--- src/sv/tensor_slice_offset_stride_top_macros.svh ---
// Assertion macros for the tensor slice descriptor block.
// Included by the top level; the bodies vanish when SYNTHESIS is defined.
`ifndef TENSOR_SLICE_OFFSET_STRIDE_TOP_MACROS_SVH
`define TENSOR_SLICE_OFFSET_STRIDE_TOP_MACROS_SVH
`ifndef SYNTHESIS
`define TSO_ASSERT_IMP(lbl, ante, cons) \
  lbl: assert property (@(posedge clk) disable iff (!rst_n) (ante) |-> (cons)) \
    else $error("tso assertion failed");
`define TSO_ASSERT_NEXT(lbl, ante, cons) \
  lbl: assert property (@(posedge clk) disable iff (!rst_n) (ante) |=> (cons)) \
    else $error("tso assertion failed");
`else
`define TSO_ASSERT_IMP(lbl, ante, cons)
`define TSO_ASSERT_NEXT(lbl, ante, cons)
`endif
`endif

--- src/sv/tso_pkg.sv ---
// Shared widths, error codes and unit interface types of the tensor slice block.
// No dependencies; used by tso_iter_unit and tensor_slice_offset_stride_top.
`timescale 1ns / 1ps

package tso_pkg;

  localparam int SIZE_WIDTH   = 32;
  localparam int OFFSET_WIDTH = 48;
  localparam int STRIDE_WIDTH = 48;
  localparam int STEP_WIDTH   = 16;
  localparam int INDEX_WIDTH  = 33;

  localparam int CALC_WIDTH = ((SIZE_WIDTH > INDEX_WIDTH) ? SIZE_WIDTH : INDEX_WIDTH) + 2;
  localparam int ACC_WIDTH  = ((OFFSET_WIDTH > STRIDE_WIDTH) ? OFFSET_WIDTH : STRIDE_WIDTH) + 2;
  localparam int CNT_WIDTH  = $clog2(SIZE_WIDTH + 1);

  localparam int IN_DATA_WIDTH  = 216;
  localparam int IN_USER_WIDTH  = 4;
  localparam int OUT_DATA_WIDTH = 152;
  localparam int OUT_USER_WIDTH = 1;

  typedef enum logic [1:0] {
    ERR_NONE,
    ERR_INDEX,
    ERR_ZERO_STEP,
    ERR_OVERFLOW
  } err_t;

  typedef struct packed {
    logic [SIZE_WIDTH-1:0]   dividend;
    logic [STEP_WIDTH-1:0]   divisor;
    logic [SIZE_WIDTH-1:0]   mult;
    logic [STRIDE_WIDTH-1:0] mag;
  } iter_load_t;

  typedef struct packed {
    logic [SIZE_WIDTH-1:0]   quo;
    logic [OFFSET_WIDTH-1:0] acc;
    logic                    ovf;
  } iter_res_t;

endpackage

--- src/sv/tensor_slice_offset_stride_top.sv ---
// Top level of the strided tensor slice descriptor block: handshake, sequencer, run state.
// Depends on tso_pkg, tso_iter_unit and tensor_slice_offset_stride_top_macros.svh.
//
// Usage: one request on the in_ channel describes one tensor dimension and its selector
// (integer index or slice); the out_ channel returns one result per request: kept flag,
// new size, new stride, running element offset and the sticky error code of the run.
// A request with in_tlast set closes the run; the next request starts a new run and
// loads base_offset. Errors stay latched for the rest of the run and freeze the offset.
// Each request passes through the normalize, load, iterate and finish steps; the
// result is registered in the output register, and a new request is accepted only
// after the finish step returns to idle. The shared divide and multiply unit runs one
// quotient bit and one offset product bit per cycle.
// in_tready is high only while no request is in work. A finished result sits in the
// output register, so the next request is taken and worked on while the receiver
// stalls; it then waits in the finish step until the output register frees up.
// Reset (rst_n low, synchronous) drops any request in work, clears out_tvalid, sets the
// running offset and error to zero and marks the next request as a run start.
`timescale 1ns / 1ps
`include "tensor_slice_offset_stride_top_macros.svh"

module tensor_slice_offset_stride_top (
  input  logic                                clk,
  input  logic                                rst_n,
  input  logic                                in_tvalid,
  output logic                                in_tready,
  // ext_size[31:0], elem_stride[79:32], start_req[112:80], stop[145:113], step[161:146],
  // base_offset[209:162], zero pad [215:210]
  input  logic [tso_pkg::IN_DATA_WIDTH-1:0]   in_tdata,
  // is_index[0], has_start[1], has_stop[2], has_step[3]
  input  logic [tso_pkg::IN_USER_WIDTH-1:0]   in_tuser,
  input  logic                                in_tlast,
  output logic                                out_tvalid,
  input  logic                                out_tready,
  // new_size[31:0], new_stride[95:32], offset[143:96], error_code[145:144],
  // zero pad [151:146]
  output logic [tso_pkg::OUT_DATA_WIDTH-1:0]  out_tdata,
  // keeps_dim[0]
  output logic [tso_pkg::OUT_USER_WIDTH-1:0]  out_tuser,
  output logic                                out_tlast
);

  localparam int SW  = tso_pkg::SIZE_WIDTH;
  localparam int OW  = tso_pkg::OFFSET_WIDTH;
  localparam int CW  = tso_pkg::CALC_WIDTH;
  localparam int STW = tso_pkg::STEP_WIDTH;

  typedef enum logic [2:0] {
    S_IDLE,
    S_NORM,
    S_LOAD,
    S_ITER,
    S_FIN
  } state_t;

  state_t state_r, state_nxt;

  // request fields
  logic [SW-1:0]        size_r;
  logic signed [47:0]   stride_r;
  logic                 is_index_r;
  logic signed [32:0]   start_r;
  logic                 has_start_r;
  logic signed [32:0]   stop_r;
  logic                 has_stop_r;
  logic signed [15:0]   step_r;
  logic                 has_step_r;
  logic                 last_r;

  // bound normalization results
  logic signed [CW-1:0] st_c_r, sp_c_r;
  logic                 idx_bad_r;
  logic                 step_neg_r, step_zero_r;
  logic [STW-1:0]       abs_step_r;
  logic signed [STW:0]  step_v_r;

  // load step results
  logic                 nonempty_r;
  logic signed [63:0]   nstride_r;
  logic                 neg_stride_r;

  // run state and sequencing
  logic [OW-1:0]                  run_off_r, run_off_nxt;
  tso_pkg::err_t                  run_err_r, run_err_nxt;
  logic                           at_start_r, at_start_nxt;
  logic [tso_pkg::CNT_WIDTH-1:0]  cnt_r, cnt_nxt;

  // output register
  logic          out_valid_r, out_valid_nxt;
  logic          out_keeps_r, out_keeps_nxt;
  logic [31:0]   out_size_r, out_size_nxt;
  logic [63:0]   out_stride_r, out_stride_nxt;
  logic [47:0]   out_off_r, out_off_nxt;
  tso_pkg::err_t out_err_r, out_err_nxt;
  logic          out_last_r, out_last_nxt;

  logic in_acc;
  logic out_free;

  tso_pkg::iter_load_t unit_ld;
  tso_pkg::iter_res_t  unit_res;

  assign in_tready = (state_r == S_IDLE);
  assign in_acc    = in_tvalid && in_tready;
  assign out_free  = !out_valid_r || out_tready;

  // ---- normalization ----
  logic signed [CW-1:0] size_s, start_s, stop_s, st_adj, sp_adj;
  logic signed [CW-1:0] lower, upper, st_cl, sp_cl, start_c, stop_c;
  logic signed [STW:0]  step_v;
  logic                 neg_c, zero_c;
  logic [STW-1:0]       abs_c;
  logic                 idx_bad_c;

  always_comb begin
    size_s  = signed'(CW'(size_r));
    start_s = CW'(start_r);
    stop_s  = CW'(stop_r);
    st_adj  = start_s[CW-1] ? start_s + size_s : start_s;
    sp_adj  = stop_s[CW-1] ? stop_s + size_s : stop_s;
    step_v  = has_step_r ? (STW+1)'(step_r) : (STW+1)'(1);
    neg_c   = step_v[STW];
    zero_c  = (step_v == '0);
    abs_c   = neg_c ? STW'(-step_v) : STW'(step_v);
    lower   = neg_c ? {CW{1'b1}} : {CW{1'b0}};
    upper   = neg_c ? size_s - CW'(1) : size_s;
    if (st_adj < lower) begin
      st_cl = lower;
    end else if (st_adj > upper) begin
      st_cl = upper;
    end else begin
      st_cl = st_adj;
    end
    if (sp_adj < lower) begin
      sp_cl = lower;
    end else if (sp_adj > upper) begin
      sp_cl = upper;
    end else begin
      sp_cl = sp_adj;
    end
    start_c   = has_start_r ? st_cl : (neg_c ? upper : lower);
    stop_c    = has_stop_r ? sp_cl : (neg_c ? lower : upper);
    idx_bad_c = st_adj[CW-1] || (st_adj >= size_s);
  end

  // ---- load of the shared unit ----
  logic signed [CW-1:0] dist_m1;
  logic                 nonempty_c;
  logic signed [63:0]   nstride_c;

  always_comb begin
    nonempty_c = !is_index_r && !step_zero_r
              && (step_neg_r ? (sp_c_r < st_c_r) : (st_c_r < sp_c_r));
    dist_m1    = step_neg_r ? st_c_r - sp_c_r - CW'(1) : sp_c_r - st_c_r - CW'(1);
    nstride_c  = 64'(stride_r) * 64'(step_v_r);
    unit_ld.dividend = dist_m1[SW-1:0];
    unit_ld.divisor  = abs_step_r;
    unit_ld.mult     = st_c_r[SW-1:0];
    unit_ld.mag      = stride_r[47] ? 48'(-stride_r) : 48'(stride_r);
  end

  tso_iter_unit u_iter (
    .clk  (clk),
    .load (state_r == S_LOAD),
    .step (state_r == S_ITER),
    .ld   (unit_ld),
    .res  (unit_res)
  );

  // ---- finish ----
  logic [SW:0]       len_c;
  logic [OW:0]       off_sum;
  logic [OW-1:0]     off_diff, new_off;
  logic              over;
  logic              move;
  tso_pkg::err_t     err_c;

  always_comb begin
    len_c    = nonempty_r ? (SW+1)'(unit_res.quo) + (SW+1)'(1) : '0;
    off_sum  = {1'b0, run_off_r} + {1'b0, unit_res.acc};
    off_diff = run_off_r - unit_res.acc;
    if (neg_stride_r) begin
      over    = unit_res.ovf || (unit_res.acc > run_off_r);
      new_off = off_diff;
    end else begin
      over    = unit_res.ovf || off_sum[OW];
      new_off = off_sum[OW-1:0];
    end
    err_c = tso_pkg::ERR_NONE;
    move  = 1'b0;
    if (is_index_r) begin
      if (idx_bad_r) begin
        err_c = tso_pkg::ERR_INDEX;
      end else if (over) begin
        err_c = tso_pkg::ERR_OVERFLOW;
      end else begin
        move = 1'b1;
      end
    end else if (step_zero_r) begin
      err_c = tso_pkg::ERR_ZERO_STEP;
    end else if (nonempty_r) begin
      if (over) begin
        err_c = tso_pkg::ERR_OVERFLOW;
      end else begin
        move = 1'b1;
      end
    end
  end

  // ---- sequencer ----
  always_comb begin
    state_nxt      = state_r;
    run_off_nxt    = run_off_r;
    run_err_nxt    = run_err_r;
    at_start_nxt   = at_start_r;
    cnt_nxt        = cnt_r;
    out_valid_nxt  = out_valid_r;
    out_keeps_nxt  = out_keeps_r;
    out_size_nxt   = out_size_r;
    out_stride_nxt = out_stride_r;
    out_off_nxt    = out_off_r;
    out_err_nxt    = out_err_r;
    out_last_nxt   = out_last_r;
    if (out_valid_r && out_tready) begin
      out_valid_nxt = 1'b0;
    end
    unique case (state_r)
      S_IDLE: begin
        if (in_acc) begin
          if (at_start_r) begin
            run_off_nxt = OW'(in_tdata[209:162]);
            run_err_nxt = tso_pkg::ERR_NONE;
          end
          state_nxt = S_NORM;
        end
      end
      S_NORM: begin
        state_nxt = S_LOAD;
      end
      S_LOAD: begin
        cnt_nxt   = tso_pkg::CNT_WIDTH'(SW);
        state_nxt = S_ITER;
      end
      S_ITER: begin
        cnt_nxt = cnt_r - tso_pkg::CNT_WIDTH'(1);
        if (cnt_r == tso_pkg::CNT_WIDTH'(1)) begin
          state_nxt = S_FIN;
        end
      end
      S_FIN: begin
        if (out_free) begin
          if (run_err_r == tso_pkg::ERR_NONE) begin
            if (err_c != tso_pkg::ERR_NONE) begin
              run_err_nxt = err_c;
            end else if (move) begin
              run_off_nxt = new_off;
            end
          end
          at_start_nxt   = last_r;
          out_valid_nxt  = 1'b1;
          out_keeps_nxt  = !is_index_r;
          out_size_nxt   = 32'(len_c);
          out_stride_nxt = (is_index_r || step_zero_r) ? 64'd0 : nstride_r;
          out_off_nxt    = 48'(run_off_nxt);
          out_err_nxt    = run_err_nxt;
          out_last_nxt   = last_r;
          state_nxt      = S_IDLE;
        end
      end
      default: begin
        state_nxt = S_IDLE;
      end
    endcase
  end

  always_ff @(posedge clk) begin
    if (!rst_n) begin
      state_r      <= S_IDLE;
      run_off_r    <= '0;
      run_err_r    <= tso_pkg::ERR_NONE;
      at_start_r   <= 1'b1;
      cnt_r        <= '0;
      out_valid_r  <= 1'b0;
      out_keeps_r  <= 1'b0;
      out_size_r   <= '0;
      out_stride_r <= '0;
      out_off_r    <= '0;
      out_err_r    <= tso_pkg::ERR_NONE;
      out_last_r   <= 1'b0;
    end else begin
      state_r      <= state_nxt;
      run_off_r    <= run_off_nxt;
      run_err_r    <= run_err_nxt;
      at_start_r   <= at_start_nxt;
      cnt_r        <= cnt_nxt;
      out_valid_r  <= out_valid_nxt;
      out_keeps_r  <= out_keeps_nxt;
      out_size_r   <= out_size_nxt;
      out_stride_r <= out_stride_nxt;
      out_off_r    <= out_off_nxt;
      out_err_r    <= out_err_nxt;
      out_last_r   <= out_last_nxt;
    end
  end

  always_ff @(posedge clk) begin
    if (in_acc) begin
      size_r      <= SW'(in_tdata[31:0]);
      stride_r    <= in_tdata[79:32];
      start_r     <= in_tdata[112:80];
      stop_r      <= in_tdata[145:113];
      step_r      <= in_tdata[161:146];
      is_index_r  <= in_tuser[0];
      has_start_r <= in_tuser[1];
      has_stop_r  <= in_tuser[2];
      has_step_r  <= in_tuser[3];
      last_r      <= in_tlast;
    end
    if (state_r == S_NORM) begin
      st_c_r      <= is_index_r ? st_adj : start_c;
      sp_c_r      <= stop_c;
      idx_bad_r   <= idx_bad_c;
      step_neg_r  <= neg_c;
      step_zero_r <= zero_c;
      abs_step_r  <= abs_c;
      step_v_r    <= step_v;
    end
    if (state_r == S_LOAD) begin
      nonempty_r   <= nonempty_c;
      nstride_r    <= nstride_c;
      neg_stride_r <= stride_r[47];
    end
  end

  assign out_tvalid = out_valid_r;
  assign out_tdata  = {6'd0, out_err_r, out_off_r, out_stride_r, out_size_r};
  assign out_tuser  = out_keeps_r;
  assign out_tlast  = out_last_r;

  `TSO_ASSERT_NEXT(a_busy_after_accept, (in_tvalid && in_tready), !in_tready)
  `TSO_ASSERT_IMP(a_index_result_empty, (out_tvalid && !out_tuser[0]), (out_tdata[95:0] == 96'd0))
  `TSO_ASSERT_NEXT(a_error_freezes_offset, ((run_err_r != tso_pkg::ERR_NONE) && !in_acc), $stable(run_off_r))

endmodule

--- src/sv/tso_iter_unit.sv ---
// Shared iterative unit: one restoring divide step and one shift-add multiply step per cycle while step is high.
// Depends on tso_pkg for widths and the load/result structs.
`timescale 1ns / 1ps

module tso_iter_unit (
  input  logic                clk,
  input  logic                load,
  input  logic                step,
  input  tso_pkg::iter_load_t ld,
  output tso_pkg::iter_res_t  res
);

  logic [tso_pkg::SIZE_WIDTH-1:0]   quo_r, quo_nxt;
  logic [tso_pkg::STEP_WIDTH-1:0]   rem_r, rem_nxt;
  logic [tso_pkg::STEP_WIDTH-1:0]   divisor_r;
  logic [tso_pkg::SIZE_WIDTH-1:0]   mult_r;
  logic [tso_pkg::STRIDE_WIDTH-1:0] mag_r;
  logic [tso_pkg::ACC_WIDTH-1:0]    acc_r, acc_nxt;
  logic                             ovf_r, ovf_nxt;

  logic [tso_pkg::STEP_WIDTH:0]   rem_sh;
  logic [tso_pkg::STEP_WIDTH+1:0] diff;
  logic                           take;

  always_comb begin
    rem_sh  = {rem_r, quo_r[tso_pkg::SIZE_WIDTH-1]};
    diff    = {1'b0, rem_sh} - (tso_pkg::STEP_WIDTH+2)'(divisor_r);
    take    = !diff[tso_pkg::STEP_WIDTH+1];
    rem_nxt = take ? diff[tso_pkg::STEP_WIDTH-1:0] : rem_sh[tso_pkg::STEP_WIDTH-1:0];
    quo_nxt = {quo_r[tso_pkg::SIZE_WIDTH-2:0], take};
    acc_nxt = {acc_r[tso_pkg::ACC_WIDTH-2:0], 1'b0}
            + (mult_r[tso_pkg::SIZE_WIDTH-1] ? tso_pkg::ACC_WIDTH'(mag_r)
                                             : {tso_pkg::ACC_WIDTH{1'b0}});
    ovf_nxt = ovf_r | (|acc_nxt[tso_pkg::ACC_WIDTH-1:tso_pkg::OFFSET_WIDTH]);
  end

  always_ff @(posedge clk) begin
    if (load) begin
      quo_r     <= ld.dividend;
      rem_r     <= '0;
      divisor_r <= ld.divisor;
      mult_r    <= ld.mult;
      mag_r     <= ld.mag;
      acc_r     <= '0;
      ovf_r     <= 1'b0;
    end else if (step) begin
      quo_r  <= quo_nxt;
      rem_r  <= rem_nxt;
      mult_r <= {mult_r[tso_pkg::SIZE_WIDTH-2:0], 1'b0};
      acc_r  <= acc_nxt;
      ovf_r  <= ovf_nxt;
    end
  end

  assign res.quo = quo_r;
  assign res.acc = acc_r[tso_pkg::OFFSET_WIDTH-1:0];
  assign res.ovf = ovf_r;

endmodule

--- config.mk ---
export PLATFORM = sky130hd
export DESIGN_NAME = tensor_slice_offset_stride_top
export DESIGN_NICKNAME = d
export VERILOG_FILES = /design/src/sv/tso_pkg.sv /design/src/sv/tensor_slice_offset_stride_top.sv /design/src/sv/tso_iter_unit.sv
export VERILOG_INCLUDE_DIRS = /design/src /design/src/sv
export SDC_FILE = /design/constraint.sdc
export NUM_CORES = 2
export LEC_CHECK = 0
export ABC_AREA = 0
export BUFFER_PORTS_ARGS = -buffer_cell sky130_fd_sc_hd__buf_2
export CORE_MARGIN = 3
export CORE_UTILIZATION = 47
export CTS_CLUSTER_SIZE = 16
export DETAILED_ROUTE_END_ITERATION = 8
export SYNTH_ARGS = -nofsm -noshare
export SYNTH_HDL_FRONTEND = slang
export SYNTH_SLANG_ARGS = --single-unit
--- constraint.sdc ---
create_clock -name clk -period 10.3 [get_ports clk]
set_input_delay 0.515 -clock clk [delete_from_list [all_inputs] [get_ports clk]]
set_output_delay 0.515 -clock clk [all_outputs]
set_load 0.02 [all_outputs]
==> metrics.md <==
| Metric | Value |
|---|---|
| Outcome | `complete, no violations` |
| Hold path start | `in_tdata[201]` |
| Worst-Margin Slew | `1.23 ns` |
| Mean Syn Cell Area | `8.95 um^2` |
| Die height | `410 um` |
| Hold Path Depth | `3` |
| First drt pass iteration count | `5` |
| Routed WL per cell | `21.4 um` |
| Routed wire length | `237000 um` |
| CP max stage cell | `edfxtp_1` |
| R2R depth | `22` |
| Fillers | `15000` |
| CORE AREA | `0.161 mm^2` |
| I/O pin count | `381` |
| Die area | `0.168 mm^2` |
| R2R Path Start | `step_v_r[8]$_DFFE_PP_` |
| Rows | `147` |
| RSZ-0062 raised after global routing | `no` |
| Post-CTS Resized | `0` |
| Vias per Instance | `5.72` |
| # DRC | `0` |
| Sequential area share after synthesis | `25.3%` |
| WL met3 | `12300 um` |
| R2r endpoint | `nstride_r[57]$_DFFE_PP_` |
| Endpoints failing setup | `0` |
| Ratio of cells with drive above 1 in the final layout | `8.33%` |
| Maxcap violations | `0` |
| R2R Setup Slk | `1.60 ns` |
| Final core occ | `52.7%` |
| Mapped Area | `0.0766 mm^2` |
| Commonest cells post-synth | `inv_1 (1180), nand2_1 (936), fa_1 (763)` |
| Die Wd | `410 um` |
| H-tree Lvls | `3` |
| Initial antenna violation count | `1` |
| Num Clock Sinks | `737` |
| Final Skew | `0.0523 ns` |
| Main flop type after synthesis | `edfxtp_1` |
| CP cell instances | `buf_4 -> nand2_1 -> fa_1 -> inv_1 -> fa_1 -> fa_1 -> fa_1 -> fa_1 -> inv_1 -> fa_1 -> inv_1 -> ha_1 -> nand2_1 -> or3_1 -> a211oi_1 -> o31ai_1 -> o21ai_0 -> a41oi_1 -> a211o_1 -> o21ai_0 -> a21oi_1 -> xnor2_1` |
| Cell taking the most area after synthesis | `fa_1` |
| Vias in the first global route | `64100` |
| Yosys reg bits | `737` |
| First-pass GRT wire length | `371000 um` |
| Worst EP required | `10.81 ns` |
| DR iter-0 viols | `4479` |
| IO Port Bufs | `368` |
| Clk slew on worst S/H paths | `0.07 ns` |
| Root Buffer | `clkbuf_16` |
| Vias | `63200` |
| Max clock buf depth | `3` |
| Distinct cell type count of the synthesized netlist | `85` |
| Peak VDD IR | `0.862 mV` |
| Lkg Pwr | `0.0386 uW` |
| Asr flop ratio synth | `0%` |
| Hold endpoint | `run_off_r[39]$_SDFFE_PN0P_` |
| Met2 routed WL | `113000 um` |
| Slew margin rel. | `15.8%` |
| CTS tree | `yes` |
| Yosys Warn Count | `0` |
| Highest Signal Layer | `met5` |
| Clk Latency, worst-skew pair | `0.76 ns` |
| CP arrival | `9.20 ns` |
| Fin crit period | `8.70 ns` |
| Layout area overhead | `11.0%` |
| Antenna-violating nets left | `0` |
| Synth top area share | `20.0%` |
| Most common cell in the netlist | `inv_1` |
| GRT overflow | `0` |
| CTS Buf Count | `87` |
| Final Slew Violations | `0` |
| Cells after Synth | `8554` |
| CP Capture Type | `register` |
| Dominant cells by area after synthesis | `fa_1 (20%), edfxtp_1 (18%), ha_1 (9.9%), dfxtp_1 (7.2%), inv_1 (5.8%)` |
| Largest net degree at the start of global routing | `81` |
| Nets | `10400` |
| Fin Setup TNS | `0 ns` |
| Maximum fanout along the worst path | `15` |
| Hold crit path type | `in2reg` |
| DP HPWL | `181000 um` |
| Post-synth EDFFs | `462` |
| Metal1 wirelength | `103000 um` |
| Max incr delay on CP | `0.88 ns` |
| Initial Utilization | `47.5%` |
| Crit Path Class | `reg2reg` |
| Total Routing Usage GR | `28.1%` |
| Period utilization | `84.4%` |
| Most common cell on crit path | `fa_1` |
| CP Launch Type | `register` |
| GP Congestion | `0.938` |
| Final hold viol count | `0` |
| Peak Freq | `115 MHz` |
| Pwr/cell area | `383 mW/mm^2` |
logic make-up after synthesis:
| family | synth area share [%] |
|---|---|
| and+or+nand+nor | 15.1 |
| AOI/OAI and AO/OA | 15.9 |
| buffers and inverters | 8.09 |
| adders and majority gates | 29.9 |
| DFF | 25.3 |
| xor gates and xnor gates | 4.11 |
| muxes | 1.66 |
| other | 0.00490 |
cell usage in the layout, fill, tap and decap left out, types with 79 or more instances in the layout:
master,synthesis,final
inv_1,1180,1178
nand2_1,936,932
fa_1,763,763
ha_1,607,607
a21oi_1,545,544
edfxtp_1,462,462
o21ai_0,421,421
nor2_1,415,412
and2_1,377,376
buf_2,1,368
dfxtp_1,275,275
xnor2_1,265,265
a21o_1,234,234
nand3_1,209,209
dlygate4sd3_1,0,167
buf_4,6,97
xor2_1,94,94
clkbuf_16,0,89
nor3_1,82,80
a31oi_1,79,79
metal layers:
| layer | GRT usage (%) | vias up |
|---|---|---|
| met5 | 0 | - |
| li1 | - | 29300 |
| met4 | 9.06 | 2 |
| met3 | 3.29 | 389 |
| met2 | 47.2 | 1971 |
| met1 | 37.9 | 31500 |
layout make-up:
type / instances / area [um^2] / share of cell area (%)
inverter: 1184 / 4450 / 5.24
clock inverter: 57 / 773 / 0.910
clock buffer: 104 / 2330 / 2.75
timing repair buffer: 632 / 4240 / 4.99
sequential: 737 / 19400 / 22.8
antenna: 1 / 2.50 / 0.00295
tap: 2160 / 2700 / 3.18
multi-input combinational: 6179 / 51100 / 60.1
state kept, by name, indices dropped and copies added (netlist names), 6 cells and up:
signal            cells
nstride_r            64
out_stride_r         64
u_iter.acc_r         49
out_off_r            48
run_off_r            48
stride_r             48
u_iter.mag_r         48
sp_c_r               34
st_c_r               34
start_r              33
stop_r               33
out_size_r           32
size_r               32
u_iter.mult_r        32
u_iter.quo_r         32
step_r               16
step_v_r             16
u_iter.divisor_r     16
u_iter.rem_r         16
abs_step_r           15
cnt_r                 6
report_power, final:
group          total, uW  internal (uW)  switching, uW
Combinational      24200           9840          14400
Sequential          4940           4620            323
Clock               3380           1990           1380
Total              32500          16400          16100
per-stage QoR:
stage,setup slack [ns],cell area [um^2],std cells,power [uW],hold slack [ns]
detailed placement,2.01,80200,10700,28900,0.408
floorplan,1.81,76600,8559,22800,0.400
finish,1.60,85000,11100,32500,0.0985
global placement,2.00,80200,10700,28700,0.404
CTS,1.93,85000,11100,32600,0.0562
global route,1.47,85000,11100,35800,0.0853
critical path, delay by kind of cell, from the launching register on:
family | cells | cell delay [ns]
DFF | 1 | 0.88
AOI/OAI and AO/OA | 7 | 2.71
and+or+nand+nor | 3 | 0.74
buffers and inverters | 4 | 0.50
xor gates and xnor gates | 1 | 0.13
adders and majority gates | 7 | 3.47
how the worst max path moves through the flow:
stage,slack (ns),from,depth (start not counted),end
after floorplan,1.81,state_r[0]$_SDFFE_PN0P_,4,abs_step_r[10]$_DFFE_PP_
after global placement,2.00,step_v_r[8]$_DFFE_PP_,22,nstride_r[57]$_DFFE_PP_
after detailed placement,2.01,step_v_r[6]$_DFFE_PP_,26,nstride_r[63]$_DFFE_PP_
after CTS,1.93,step_v_r[6]$_DFFE_PP_,26,nstride_r[63]$_DFFE_PP_
after global routing,1.47,step_v_r[8]$_DFFE_PP_,25,nstride_r[57]$_DFFE_PP_
final,1.60,step_v_r[8]$_DFFE_PP_,22,nstride_r[57]$_DFFE_PP_
repair_timing:
action / CTS / global route
hold buffers: 167 / 0
hold endpoints to repair: 167 / 0
setup buffers: 0 / 0
(Power assumes the default switching activity.)
